<file path="src/design/ddd_pkg.sv">
// shared widths, constants and calendar tables for the date difference unit
package ddd_pkg;

  // field widths
  localparam int DAY_W   = 5;
  localparam int MONTH_W = 4;
  localparam int YEAR_W  = 14;
  localparam int COUNT_W = 22;

  // largest year accepted as valid
  localparam int MAX_YEAR = 9999;
  localparam int YCMP_W   = 17;
  localparam logic [YCMP_W-1:0] MAX_YEAR_CMP = YCMP_W'(MAX_YEAR);

  // saturation value of the day count
  localparam logic [COUNT_W-1:0] COUNT_MAX = {COUNT_W{1'b1}};

  // serial day number and day-of-year widths (sized for any 14-bit year)
  localparam int SER_W = 23;
  localparam int DOY_W = 9;

  // divide by 25 through a reciprocal multiply, exact for any 14-bit year
  localparam int DIV25_SHIFT = 19;
  localparam int MUL_W       = 15;
  localparam int PROD_W      = YEAR_W + MUL_W;
  localparam int Q_W         = PROD_W - DIV25_SHIFT;
  localparam logic [MUL_W-1:0] DIV25_MUL = MUL_W'((2 ** DIV25_SHIFT) / 25 + 1);
  localparam logic [YEAR_W-1:0] YEAR_25  = YEAR_W'(25);

  // month codes
  localparam logic [MONTH_W-1:0] MONTH_JAN = 4'd1;
  localparam logic [MONTH_W-1:0] MONTH_FEB = 4'd2;
  localparam logic [MONTH_W-1:0] MONTH_MAR = 4'd3;
  localparam logic [MONTH_W-1:0] MONTH_APR = 4'd4;
  localparam logic [MONTH_W-1:0] MONTH_JUN = 4'd6;
  localparam logic [MONTH_W-1:0] MONTH_SEP = 4'd9;
  localparam logic [MONTH_W-1:0] MONTH_NOV = 4'd11;
  localparam logic [MONTH_W-1:0] MONTH_DEC = 4'd12;

  // month shift so that the counting year starts in march
  localparam logic [MONTH_W-1:0] MONTH_WRAP = 4'd9;

  // length of a month in days
  function automatic logic [DAY_W-1:0] month_days(input logic [MONTH_W-1:0] month,
                                                  input logic leap);
    logic [DAY_W-1:0] len;
    case (month)
      MONTH_FEB: len = leap ? 5'd29 : 5'd28;
      MONTH_APR, MONTH_JUN, MONTH_SEP, MONTH_NOV: len = 5'd30;
      default: len = 5'd31;
    endcase
    return len;
  endfunction

  // days before the first of a month, months counted from march
  function automatic logic [DOY_W-1:0] month_offset(input logic [MONTH_W-1:0] mp);
    logic [DOY_W-1:0] ofs;
    case (mp)
      4'd0:    ofs = 9'd0;
      4'd1:    ofs = 9'd31;
      4'd2:    ofs = 9'd61;
      4'd3:    ofs = 9'd92;
      4'd4:    ofs = 9'd122;
      4'd5:    ofs = 9'd153;
      4'd6:    ofs = 9'd184;
      4'd7:    ofs = 9'd214;
      4'd8:    ofs = 9'd245;
      4'd9:    ofs = 9'd275;
      4'd10:   ofs = 9'd306;
      4'd11:   ofs = 9'd337;
      default: ofs = 9'd0;
    endcase
    return ofs;
  endfunction

endpackage

</file>
<file path="src/design/ddd_in_if.sv">
// input channel carrying a pair of dates
interface ddd_in_if;
  import ddd_pkg::*;

  logic               valid;
  logic               ready;
  logic [DAY_W-1:0]   first_day;
  logic [MONTH_W-1:0] first_month;
  logic [YEAR_W-1:0]  first_year;
  logic [DAY_W-1:0]   second_day;
  logic [MONTH_W-1:0] second_month;
  logic [YEAR_W-1:0]  second_year;

  modport source (
    output valid, first_day, first_month, first_year,
    output second_day, second_month, second_year,
    input  ready
  );

  modport sink (
    input  valid, first_day, first_month, first_year,
    input  second_day, second_month, second_year,
    output ready
  );
endinterface

</file>
<file path="src/design/ddd_out_if.sv">
// output channel carrying the validity flag and the day count
interface ddd_out_if;
  import ddd_pkg::*;

  logic               valid;
  logic               ready;
  logic               dates_valid;
  logic [COUNT_W-1:0] day_count;

  modport source (
    output valid, dates_valid, day_count,
    input  ready
  );

  modport sink (
    input  valid, dates_valid, day_count,
    output ready
  );
endinterface

</file>
<file path="src/design/date_difference_days_unit.sv">
// top level: days between two gregorian dates, four-stage pipeline
//
//   port   | dir | handshake   | transaction
//   -------+-----+-------------+-------------------------------------------
//   in_i   | in  | valid/ready | two dates (day, month, year each)
//   out_o  | out | valid/ready | dates_valid flag and day_count
//
// one transaction per cycle sustained while out_o is ready; a result reaches the
// output register after passing through the four register stages
// (reciprocal divide, validity and year sum, serial day, difference)
// reset clears only the stage valid bits; payload registers are not reset
// a stall at the output holds each occupied stage with no empty stage after it; the rest keep filling
module date_difference_days_unit (
  input  logic      clk_i,
  input  logic      rst_ni,
  ddd_in_if.sink    in_i,
  ddd_out_if.source out_o
);
  import ddd_pkg::*;

  // stage 1 contents for one date
  typedef struct packed {
    logic [DAY_W-1:0]   day;
    logic [MONTH_W-1:0] month;
    logic [YEAR_W-1:0]  year;
    logic [YEAR_W-1:0]  yy;
    logic [Q_W-1:0]     q_y;
    logic [Q_W-1:0]     q_yy;
  } s1_t;

  // stage 2 contents for one date
  typedef struct packed {
    logic             ok;
    logic [SER_W-1:0] year_days;
    logic [DOY_W-1:0] doy;
  } s2_t;

  // pipeline enables
  logic v1_q, v2_q, v3_q, v4_q;
  logic en1, en2, en3, en4;

  assign en4 = !v4_q || out_o.ready;
  assign en3 = !v3_q || en4;
  assign en2 = !v2_q || en3;
  assign en1 = !v1_q || en2;
  assign in_i.ready = en1;

  // valid bits travel with the data
  always_ff @(posedge clk_i or negedge rst_ni) begin
    if (!rst_ni) begin
      v1_q <= 1'b0;
      v2_q <= 1'b0;
      v3_q <= 1'b0;
      v4_q <= 1'b0;
    end else begin
      if (en1) v1_q <= in_i.valid;
      if (en2) v2_q <= v1_q;
      if (en3) v3_q <= v2_q;
      if (en4) v4_q <= v3_q;
    end
  end

  // stage 0: march-based year and divide by 25
  s1_t s1_d [2];
  s1_t s1_q [2];
  logic [DAY_W-1:0]   in_day   [2];
  logic [MONTH_W-1:0] in_month [2];
  logic [YEAR_W-1:0]  in_year  [2];
  logic [PROD_W-1:0]  prod_y   [2];
  logic [PROD_W-1:0]  prod_yy  [2];

  assign in_day[0]   = in_i.first_day;
  assign in_month[0] = in_i.first_month;
  assign in_year[0]  = in_i.first_year;
  assign in_day[1]   = in_i.second_day;
  assign in_month[1] = in_i.second_month;
  assign in_year[1]  = in_i.second_year;

  always_comb begin
    for (int i = 0; i < 2; i++) begin
      s1_d[i].day   = in_day[i];
      s1_d[i].month = in_month[i];
      s1_d[i].year  = in_year[i];
      s1_d[i].yy    = (in_month[i] <= MONTH_FEB) ? in_year[i] - YEAR_W'(1) : in_year[i];
      prod_y[i]     = PROD_W'(in_year[i]) * PROD_W'(DIV25_MUL);
      prod_yy[i]    = PROD_W'(s1_d[i].yy) * PROD_W'(DIV25_MUL);
      s1_d[i].q_y   = prod_y[i][PROD_W-1:DIV25_SHIFT];
      s1_d[i].q_yy  = prod_yy[i][PROD_W-1:DIV25_SHIFT];
    end
  end

  always_ff @(posedge clk_i) begin
    if (en1) begin
      s1_q[0] <= s1_d[0];
      s1_q[1] <= s1_d[1];
    end
  end

  // stage 1: leap rule, date check, days in whole years, day of year
  s2_t s2_d [2];
  s2_t s2_q [2];
  logic [YEAR_W-1:0]  rem25 [2];
  logic               leap  [2];
  logic [DAY_W-1:0]   mlen  [2];
  logic [MONTH_W-1:0] mp    [2];
  logic               y_ok  [2];
  logic               m_ok  [2];
  logic               d_ok  [2];

  always_comb begin
    for (int i = 0; i < 2; i++) begin
      rem25[i] = s1_q[i].year - YEAR_W'(s1_q[i].q_y) * YEAR_25;
      // divisible by 4 and not by 25, or by 16 and by 25
      leap[i]  = (s1_q[i].year[1:0] == 2'b00) &&
                 ((rem25[i] != '0) || (s1_q[i].year[3:0] == 4'b0000));
      mlen[i]  = month_days(s1_q[i].month, leap[i]);
      y_ok[i]  = (s1_q[i].year != '0) &&
                 ({(YCMP_W - YEAR_W)'(0), s1_q[i].year} <= MAX_YEAR_CMP);
      m_ok[i]  = (s1_q[i].month >= MONTH_JAN) && (s1_q[i].month <= MONTH_DEC);
      d_ok[i]  = (s1_q[i].day != '0) && (s1_q[i].day <= mlen[i]);
      s2_d[i].ok = y_ok[i] && m_ok[i] && d_ok[i];
      mp[i]    = (s1_q[i].month >= MONTH_MAR) ? s1_q[i].month - MONTH_MAR
                                              : s1_q[i].month + MONTH_WRAP;
      s2_d[i].doy = month_offset(mp[i]) + DOY_W'(s1_q[i].day) - DOY_W'(1);
      // 365*yy + yy/4 - yy/100 + yy/400
      s2_d[i].year_days = SER_W'(s1_q[i].yy) * SER_W'(365)
                        + SER_W'(s1_q[i].yy >> 2)
                        + SER_W'(s1_q[i].q_yy >> 4)
                        - SER_W'(s1_q[i].q_yy >> 2);
    end
  end

  always_ff @(posedge clk_i) begin
    if (en2) begin
      s2_q[0] <= s2_d[0];
      s2_q[1] <= s2_d[1];
    end
  end

  // stage 2: serial day numbers
  logic [SER_W-1:0] ser_d [2];
  logic [SER_W-1:0] ser_q [2];
  logic             ok3_q;

  always_comb begin
    for (int i = 0; i < 2; i++) begin
      ser_d[i] = s2_q[i].year_days + SER_W'(s2_q[i].doy);
    end
  end

  always_ff @(posedge clk_i) begin
    if (en3) begin
      ser_q[0] <= ser_d[0];
      ser_q[1] <= ser_d[1];
      ok3_q    <= s2_q[0].ok && s2_q[1].ok;
    end
  end

  // stage 3: absolute difference, saturation and invalid masking
  logic [SER_W:0]     diff_ab;
  logic [SER_W-1:0]   diff_abs;
  logic [COUNT_W-1:0] count_d;
  logic [COUNT_W-1:0] count_q;
  logic               dvalid_q;

  always_comb begin
    diff_ab  = {1'b0, ser_q[0]} - {1'b0, ser_q[1]};
    diff_abs = diff_ab[SER_W] ? ser_q[1] - ser_q[0] : diff_ab[SER_W-1:0];
    if (!ok3_q) begin
      count_d = '0;
    end else if (diff_abs > SER_W'(COUNT_MAX)) begin
      count_d = COUNT_MAX;
    end else begin
      count_d = diff_abs[COUNT_W-1:0];
    end
  end

  always_ff @(posedge clk_i) begin
    if (en4) begin
      count_q  <= count_d;
      dvalid_q <= ok3_q;
    end
  end

  // output register drives the channel
  assign out_o.valid       = v4_q;
  assign out_o.dates_valid = dvalid_q;
  assign out_o.day_count   = count_q;

endmodule
</file>
<file path="src/flat_wrapper.sv">
// flat-port wrapper written by rule: the top's interface ports become plain ports
module date_difference_days_unit_flat import ddd_pkg::*;
  (clk_i, rst_ni, in_i_valid, in_i_first_day, in_i_first_month, in_i_first_year, in_i_second_day, in_i_second_month, in_i_second_year, in_i_ready, out_o_valid, out_o_dates_valid, out_o_day_count, out_o_ready);
  ddd_in_if in_i_i ();
  ddd_out_if out_o_i ();
  input  logic clk_i;
  input  logic rst_ni;
  input wire logic [$bits(in_i_i.valid)-1:0] in_i_valid;
  input wire logic [$bits(in_i_i.first_day)-1:0] in_i_first_day;
  input wire logic [$bits(in_i_i.first_month)-1:0] in_i_first_month;
  input wire logic [$bits(in_i_i.first_year)-1:0] in_i_first_year;
  input wire logic [$bits(in_i_i.second_day)-1:0] in_i_second_day;
  input wire logic [$bits(in_i_i.second_month)-1:0] in_i_second_month;
  input wire logic [$bits(in_i_i.second_year)-1:0] in_i_second_year;
  output wire logic [$bits(in_i_i.ready)-1:0] in_i_ready;
  output wire logic [$bits(out_o_i.valid)-1:0] out_o_valid;
  output wire logic [$bits(out_o_i.dates_valid)-1:0] out_o_dates_valid;
  output wire logic [$bits(out_o_i.day_count)-1:0] out_o_day_count;
  input wire logic [$bits(out_o_i.ready)-1:0] out_o_ready;
  assign in_i_i.valid = in_i_valid;
  assign in_i_i.first_day = in_i_first_day;
  assign in_i_i.first_month = in_i_first_month;
  assign in_i_i.first_year = in_i_first_year;
  assign in_i_i.second_day = in_i_second_day;
  assign in_i_i.second_month = in_i_second_month;
  assign in_i_i.second_year = in_i_second_year;
  assign in_i_ready = in_i_i.ready;
  assign out_o_valid = out_o_i.valid;
  assign out_o_dates_valid = out_o_i.dates_valid;
  assign out_o_day_count = out_o_i.day_count;
  assign out_o_i.ready = out_o_ready;
  date_difference_days_unit u_core (.clk_i(clk_i), .rst_ni(rst_ni), .in_i(in_i_i), .out_o(out_o_i));
endmodule
</file>
<file path="config.mk">
export PLATFORM = sky130hd
export DESIGN_NAME = date_difference_days_unit_flat
export DESIGN_NICKNAME = d
export VERILOG_FILES = /design/src/design/ddd_pkg.sv /design/src/design/ddd_in_if.sv /design/src/design/ddd_out_if.sv /design/src/design/date_difference_days_unit.sv /design/src/flat_wrapper.sv
export SDC_FILE = /design/constraint.sdc
export NUM_CORES = 2
export LEC_CHECK = 0
export BUFFER_PORTS_ARGS = -buffer_cell sky130_fd_sc_hd__buf_4
export CAP_MARGIN = 20
export CORE_MARGIN = 4
export CORE_UTILIZATION = 60
export CTS_BUF_LIST = sky130_fd_sc_hd__clkbuf_8
export CTS_CLUSTER_SIZE = 10
export DETAILED_ROUTE_END_ITERATION = 16
export PLACE_DENSITY = 0.77
export SLEW_MARGIN = 20
export SYNTH_ARGS = -nofsm -noshare
export SYNTH_HDL_FRONTEND = slang
export SYNTH_SLANG_ARGS = --single-unit
</file>
<file path="constraint.sdc">
create_clock -name clk_i -period 5.61 [get_ports clk_i]
set_input_delay 0 -clock clk_i [delete_from_list [all_inputs] [get_ports clk_i]]
set_output_delay 0 -clock clk_i [all_outputs]
set_load 0.005 [all_outputs]
</file>
### After elaboration in Yosys (flattened, before gate mapping)

Memory sizes are Yosys's and may differ from the RTL's.
Index checks and enable logic that the tools add are counted.

| storage, ports and cells | value |
|---|---|
| register bits | 28 |
| RAM bits | 226 |
| bits in read-only memories | 288 |
| bits of input ports | 50 |
| output and inout port bits | 25 |
| memories kept | 5 |

Memory list:

| memory | words | width | rd ports | clocked after memory_dff | wr ports | RTL line | source |
|---|---|---|---|---|---|---|---|
| (no name shown) | 16 | 9 | 1 | 0 | 0 | ddd_pkg.sv:58 | `case (mp)` |
| (no name shown) | 16 | 9 | 1 | 0 | 0 | ddd_pkg.sv:58 |  |
| u_core.s1_q | 2 | 57 | 2 | 0 | 2 | date_difference_days_unit.sv:65 | `s1_t s1_q [2];` |
| u_core.s2_q | 2 | 33 | 2 | 0 | 2 | date_difference_days_unit.sv:101 | `s2_t s2_q [2];` |
| u_core.ser_q | 2 | 23 | 2 | 0 | 2 | date_difference_days_unit.sv:142 | `logic [SER_W-1:0] ser_q [2];` |

| operators by class | value |
|---|---|
| add/sub/neg operators | 22 |
| multiply operators | 8 |
| $lt $le $gt $ge | 13 |
| eq/ne operators | 10 |
| multiplexer cells | 16 |
| reductions and logical operators | 35 |

Operator list:

| cell | count |
|---|---|
| multiplier 14 x 13 -> 27 bit (second input constant) | 4 |
| nonzero test 14 bit | 4 |
| adder 23 x 12 -> 23 bit | 2 |
| adder 23 x 6 -> 23 bit | 2 |
| adder 23 x 9 -> 23 bit | 2 |
| multiplier 14 x 9 -> 23 bit (second input constant) | 2 |
| subtractor 23 x 8 -> 23 bit | 2 |
| less-or-equal comparator 14 bit (second input constant) | 2 |
| multiplier 10 x 5 -> 14 bit (second input constant) | 2 |
| two-way mux 14 bit | 2 |
| subtractor 14 x 1 -> 14 bit (second input constant) | 2 |
| subtractor 14 bit | 2 |
| subtractor 23 x 23 -> 24 bit | 1 |
| greater-than comparator 23 x 22 -> 1 bit (second input constant) | 1 |
| two-way mux 23 bit | 1 |
| subtractor 23 bit | 1 |
| two-way mux 22 bit | 1 |
| case mux 5 bit (2 select lines) | 2 |
| adder 9 x 5 -> 9 bit | 2 |
| subtractor 9 x 1 -> 9 bit (second input constant) | 2 |
| == test 4 x 3 -> 1 bit (second input constant) | 4 |
| == test 4 bit (second input constant) | 4 |
| logical AND 1 bit | 13 |
| less-or-equal comparator 5 bit | 2 |
| other kinds (15) | 42 |

### Longest topological paths before layout

An unclocked memory read counts as a cell.

| logic depth | value |
|---|---|
| depth in word-level cells | 11 |
| gate-level depth with buffers | 30 |

### Worst setup path after synthesis

No wires, ideal clock.

| path | value |
|---|---|
| path type | input port to flip-flop |
| start | input in_i_second_year[2] |
| end | memory u_core.s1_q[0][66] (netlist name), data pin |
| setup time | 0.260 ns |
| arrival time | 5.978 ns |
| required time | 5.350 ns |
| slack | -0.628 ns |
| cell stages on the path | 29 |
| path through | inv_1 > ha_1 > a21boi_0 > o21ai_0 > nand2_1 > nand2_1 > nand2_1 > nand3_1 > xnor2_1 > xnor2_1 > ha_1 > ha_1 > inv_1 > fa_1 > inv_1 > fa_1 > inv_1 > fa_1 > inv_1 > ha_1 > a21oi_1 > o21ai_0 > a2111oi_0 > a21oi_1 > a41o_1 > o41a_1 > a311o_1 > a21oi_1 > xnor2_1 |

RTL lines:

| item | RTL line | source |
|---|---|---|
| from (decl) | flat_wrapper.sv:14 | `input wire logic [$bits(in_i_i.second_year)-1:0] in_i_second_year;` |
| to (decl) | date_difference_days_unit.sv:65 |  |

==> metrics list <==
- After detailed routing, the number of vias per cell comes to 5.308.
- Final worst path period need: 5.614 ns
- Sorting the synthesized cells by area gives the leading types as sky130_fd_sc_hd__ha_1, sky130_fd_sc_hd__fa_1, sky130_fd_sc_hd__edfxtp_1, sky130_fd_sc_hd__inv_1, sky130_fd_sc_hd__xnor2_1.
- Max-slew violation count: 0
- Largest stage delay on the critical path: 0.54 ns
- Input and output buffers added on the ports amount to 74.
- Fraction of final layout cells with drive strength greater than 1: 0.1156
- Initial core utilization: 0.6086
* Post-synth ARST share: 0.01600
- Global routing finished with a remaining overflow of 0.
* Number of nets with antenna violations after detailed routing: 0
- CP top delay family: adder cells
* Clock buffer depth: 3
* Design area: 41950 um^2
- R2r startpoint: u_core.s1_q[0][27]
* Inserted Clock Buffers: 46
* Total number of nets in the final design: 5232
* Reg clk slew, reported paths: 0.07 ns
- Master cell of the clock root buffer: sky130_fd_sc_hd__clkbuf_8
* Summed instance area of the synthesized netlist: 36940 um^2
- The first global-routing pass estimated 126.4 mm of wire.
* Max capacitance violation total: 0
- In this run the worst path has a maximum fanout of 5.
- Data on the critical path arrives at its endpoint at 5.97 ns.
- TritonCTS built the clock tree.
- Among the stages of the critical path, the cell type that occurs most often is sky130_fd_sc_hd__fa_1.
- Synthesis inferred 250 register bits.
- Across every metal layer, demand over resource in global routing totals 0.2309.
- 75 I/O pins were placed.
- The number of buffers and inverters on the critical path is 6.
* Synth Area in Adders: 0.4970
- Starting DRT DRC Count: 1215
- Post-place instance area: 40000 um^2
* Worst path slowest cell: sky130_fd_sc_hd__fa_1
- Die H: 256.1 um
- Wirelength per Cell: 15.82 um
* H-Tree Level Count: 2
- Largest family of logic cells by synthesized area: adder cells
* Critical path launch point: in_i_second_year[2]
- In the synthesized netlist, the number of instances is 3631.
- For this block, the via count after detailed routing is 25470.
* Clock tree skew after final layout: 0.03734 ns
* Unrepaired setup endpoints after global routing: true
- Pin slew with the least headroom to its limit: 1.003 ns
* Area leader, netlist: sky130_fd_sc_hd__ha_1
- Across all setup checks in the final design, the least slack found is -0.003819 ns.
- In the finished design, the share of the clock period the worst path needs comes to 1.001.
* Worst hold-check path type: primary input to flop
- The routed design has 75.88 mm of wire.
- The number of nets handed over by synthesis was 4883.
- Relative area change from synthesis to final layout: 13.56%
- In the post-synthesis netlist, the cell with the most instances is sky130_fd_sc_hd__inv_1.
- Data required time at the worst endpoint: 5.97 ns
- Area fraction in compound gates after synthesis: 0.08217
- Startpoint Class: primary input
- Synthesis instantiated 69 different standard cells from the library.
- The initial antenna violation count is 1.
* Number of flops mapped to enable cells by yosys: 246
- The number of global-route vias before repair was 26800.
- The flow ran to the end, but the final reports show violations.
- At the end of the flow the core is filled with cells to 0.6912.
- Sequential fraction of the synthesis area: 0.2027
- DRC errors left: 0
- Clock tree sinks: 250
* Final setup violation count: 1
- Total die area: 65600 um^2
- After synthesis, the most frequently instantiated cells are sky130_fd_sc_hd__inv_1, sky130_fd_sc_hd__ha_1, sky130_fd_sc_hd__fa_1, sky130_fd_sc_hd__edfxtp_1, sky130_fd_sc_hd__a21oi_1.
* Post-synthesis simple-gate area fraction: 0.06215
* Mapped Avg Cell Area: 10.17 um^2
- Routability-driven placement finished with a final weighted congestion of 0.8833.
- Count of non-filler cells in the finished layout: 4798
- Of the total synthesized cell area, the portion taken by XOR and XNOR cells is 0.04671.
- The wire-length estimate of the detail-placed layout is 62.70 mm.
* Largest net degree at the start of global routing: 113
- In this run the standard cell core region covers 60700 um^2.
- Fraction of synthesized cell area taken by the top area cell type: 0.2577
- The final hold violation count is 0.
- Launch point of the worst hold path: in_i_first_day[0]
* Multiplexer fraction of the synthesized cell area: 0.006164
- Count of TritonRoute iterations in the first routing pass: 5
* Number of cells in the design after placement: 4640
- The filler cells instantiated in the layout total 4337.
- The initialized floorplan defines 90 standard-cell rows.
- Timing would allow up to 0.1781 GHz.
- During synthesis, Yosys emitted a total of 0 warnings.
* Clock latency at the later pin of the worst-skew pair: 0.62 ns
* Capturing element type of the critical path: flop
- Setup CP Type: primary input to flop
- Among all flip-flop cells after synthesis, the most frequent one is sky130_fd_sc_hd__edfxtp_1.
- Measured along the x axis, the die boundary spans 256.1 um.
* Tightest slew margin relative to the limit: 0.3314
- Violated checks: setup timing
kinds of logic after synthesis:
family / Yosys count
muxes: 22
DFF: 250
adders and majority gates: 1203
buffers and inverters: 1009
xor gates and xnor gates: 197
and+or+nand+nor: 472
AOI/OAI and AO/OA: 478
worst paths after layout:
path | endpoint | slack, ns | cells past startpoint
min reg2reg | u_core.out_o.dates_valid | 0.45 | 0
max in group asynchronous | u_core.v2_q | 5.12 | 3
max reg2reg | u_core.s2_q[0][31] | 0.24 | 19
min in group asynchronous | u_core.out_o.valid | 0.32 | 3
max | u_core.s1_q[0][66] | -0.004 | 28
min | u_core.s1_q[0][52] | 0.10 | 2
cell usage in the layout, fill, tap and decap left out, types with 13 or more instances in the layout:
master and count:
sky130_fd_sc_hd__xor2_1 41, sky130_fd_sc_hd__inv_1 965, sky130_fd_sc_hd__nor4_1 18, sky130_fd_sc_hd__o21ai_0 77
sky130_fd_sc_hd__nand4_1 18, sky130_fd_sc_hd__ha_1 746, sky130_fd_sc_hd__inv_2 18, sky130_fd_sc_hd__nand2_1 101
sky130_fd_sc_hd__fa_1 440, sky130_fd_sc_hd__nor2b_1 25, sky130_fd_sc_hd__mux2i_1 19, sky130_fd_sc_hd__o21a_1 23
sky130_fd_sc_hd__dlygate4sd3_1 50, sky130_fd_sc_hd__nor2_1 125, sky130_fd_sc_hd__a211oi_1 17, sky130_fd_sc_hd__a21o_1 42
sky130_fd_sc_hd__ha_4 13, sky130_fd_sc_hd__nand3_1 45, sky130_fd_sc_hd__o21bai_1 24, sky130_fd_sc_hd__a21oi_1 157
sky130_fd_sc_hd__clkbuf_8 46, sky130_fd_sc_hd__nor3_1 33, sky130_fd_sc_hd__xnor2_1 139, sky130_fd_sc_hd__buf_4 276
sky130_fd_sc_hd__and3_1 22, sky130_fd_sc_hd__nand2b_1 22, sky130_fd_sc_hd__edfxtp_1 246
cell type report:
type	count	area [um^2]	share of cell area
antenna	1	2.502	0.00005965
clock buffer	46	633.1	0.01509
clock inverter	37	229.0	0.005458
inverter	975	3677	0.08765
multi-input combinational	2372	26240	0.6255
sequential	250	7487	0.1785
tap	782	978.4	0.02332
timing repair buffer	335	2705	0.06448
per-layer routing:
metal,share of wire,vias to the layer above,track usage
li1,-,12460,-
met1,0.45,12390,0.3137
met2,0.49,480,0.3952
met3,0.040,143,0.02760
met4,0.026,0,0.06293
met5,0,-,0
stage by stage:
| stage | setup TNS, ns | hold slack [ns] | worst slack [ns] |
|---|---|---|---|
| 6_report | -0.003819 | 0.1042 | -0.003819 |
| 5_1_grt | -0.4784 | 0.09052 | -0.1820 |
| 4_1_cts | 0 | 0.05084 | 0.02711 |
| 3_5_place_dp | -5.745 | -0.2023 | -0.7078 |
| 3_3_place_gp | -4.146 | -0.2036 | -0.6076 |
| 2_1_floorplan | -0.5889 | -0.2956 | -0.2343 |
state kept, by name, summed over array words and instances (netlist names):
signal                    count
u_core.ok3_q                  1
u_core.out_o.dates_valid      1
u_core.out_o.day_count       22
u_core.out_o.valid            1
u_core.s1_q                 110
u_core.s2_q                  66
u_core.ser_q                 46
u_core.v1_q                   1
u_core.v2_q                   1
u_core.v3_q                   1
repair_timing:
item | 4_1_cts | 5_1_grt
setup endpoints to repair | 2 | 17
pin swaps | 3 | 65
setup buffers | 1 | 21
hold buffers | 50 | 1
gates resized for setup | 0 | 87
cloned | 0 | 0
endpoints found under the hold margin | 52 | 1
Power is left out: the tool's default activity adds up to more than one toggle a clock period on the data nets, which glitch-free logic cannot reach.
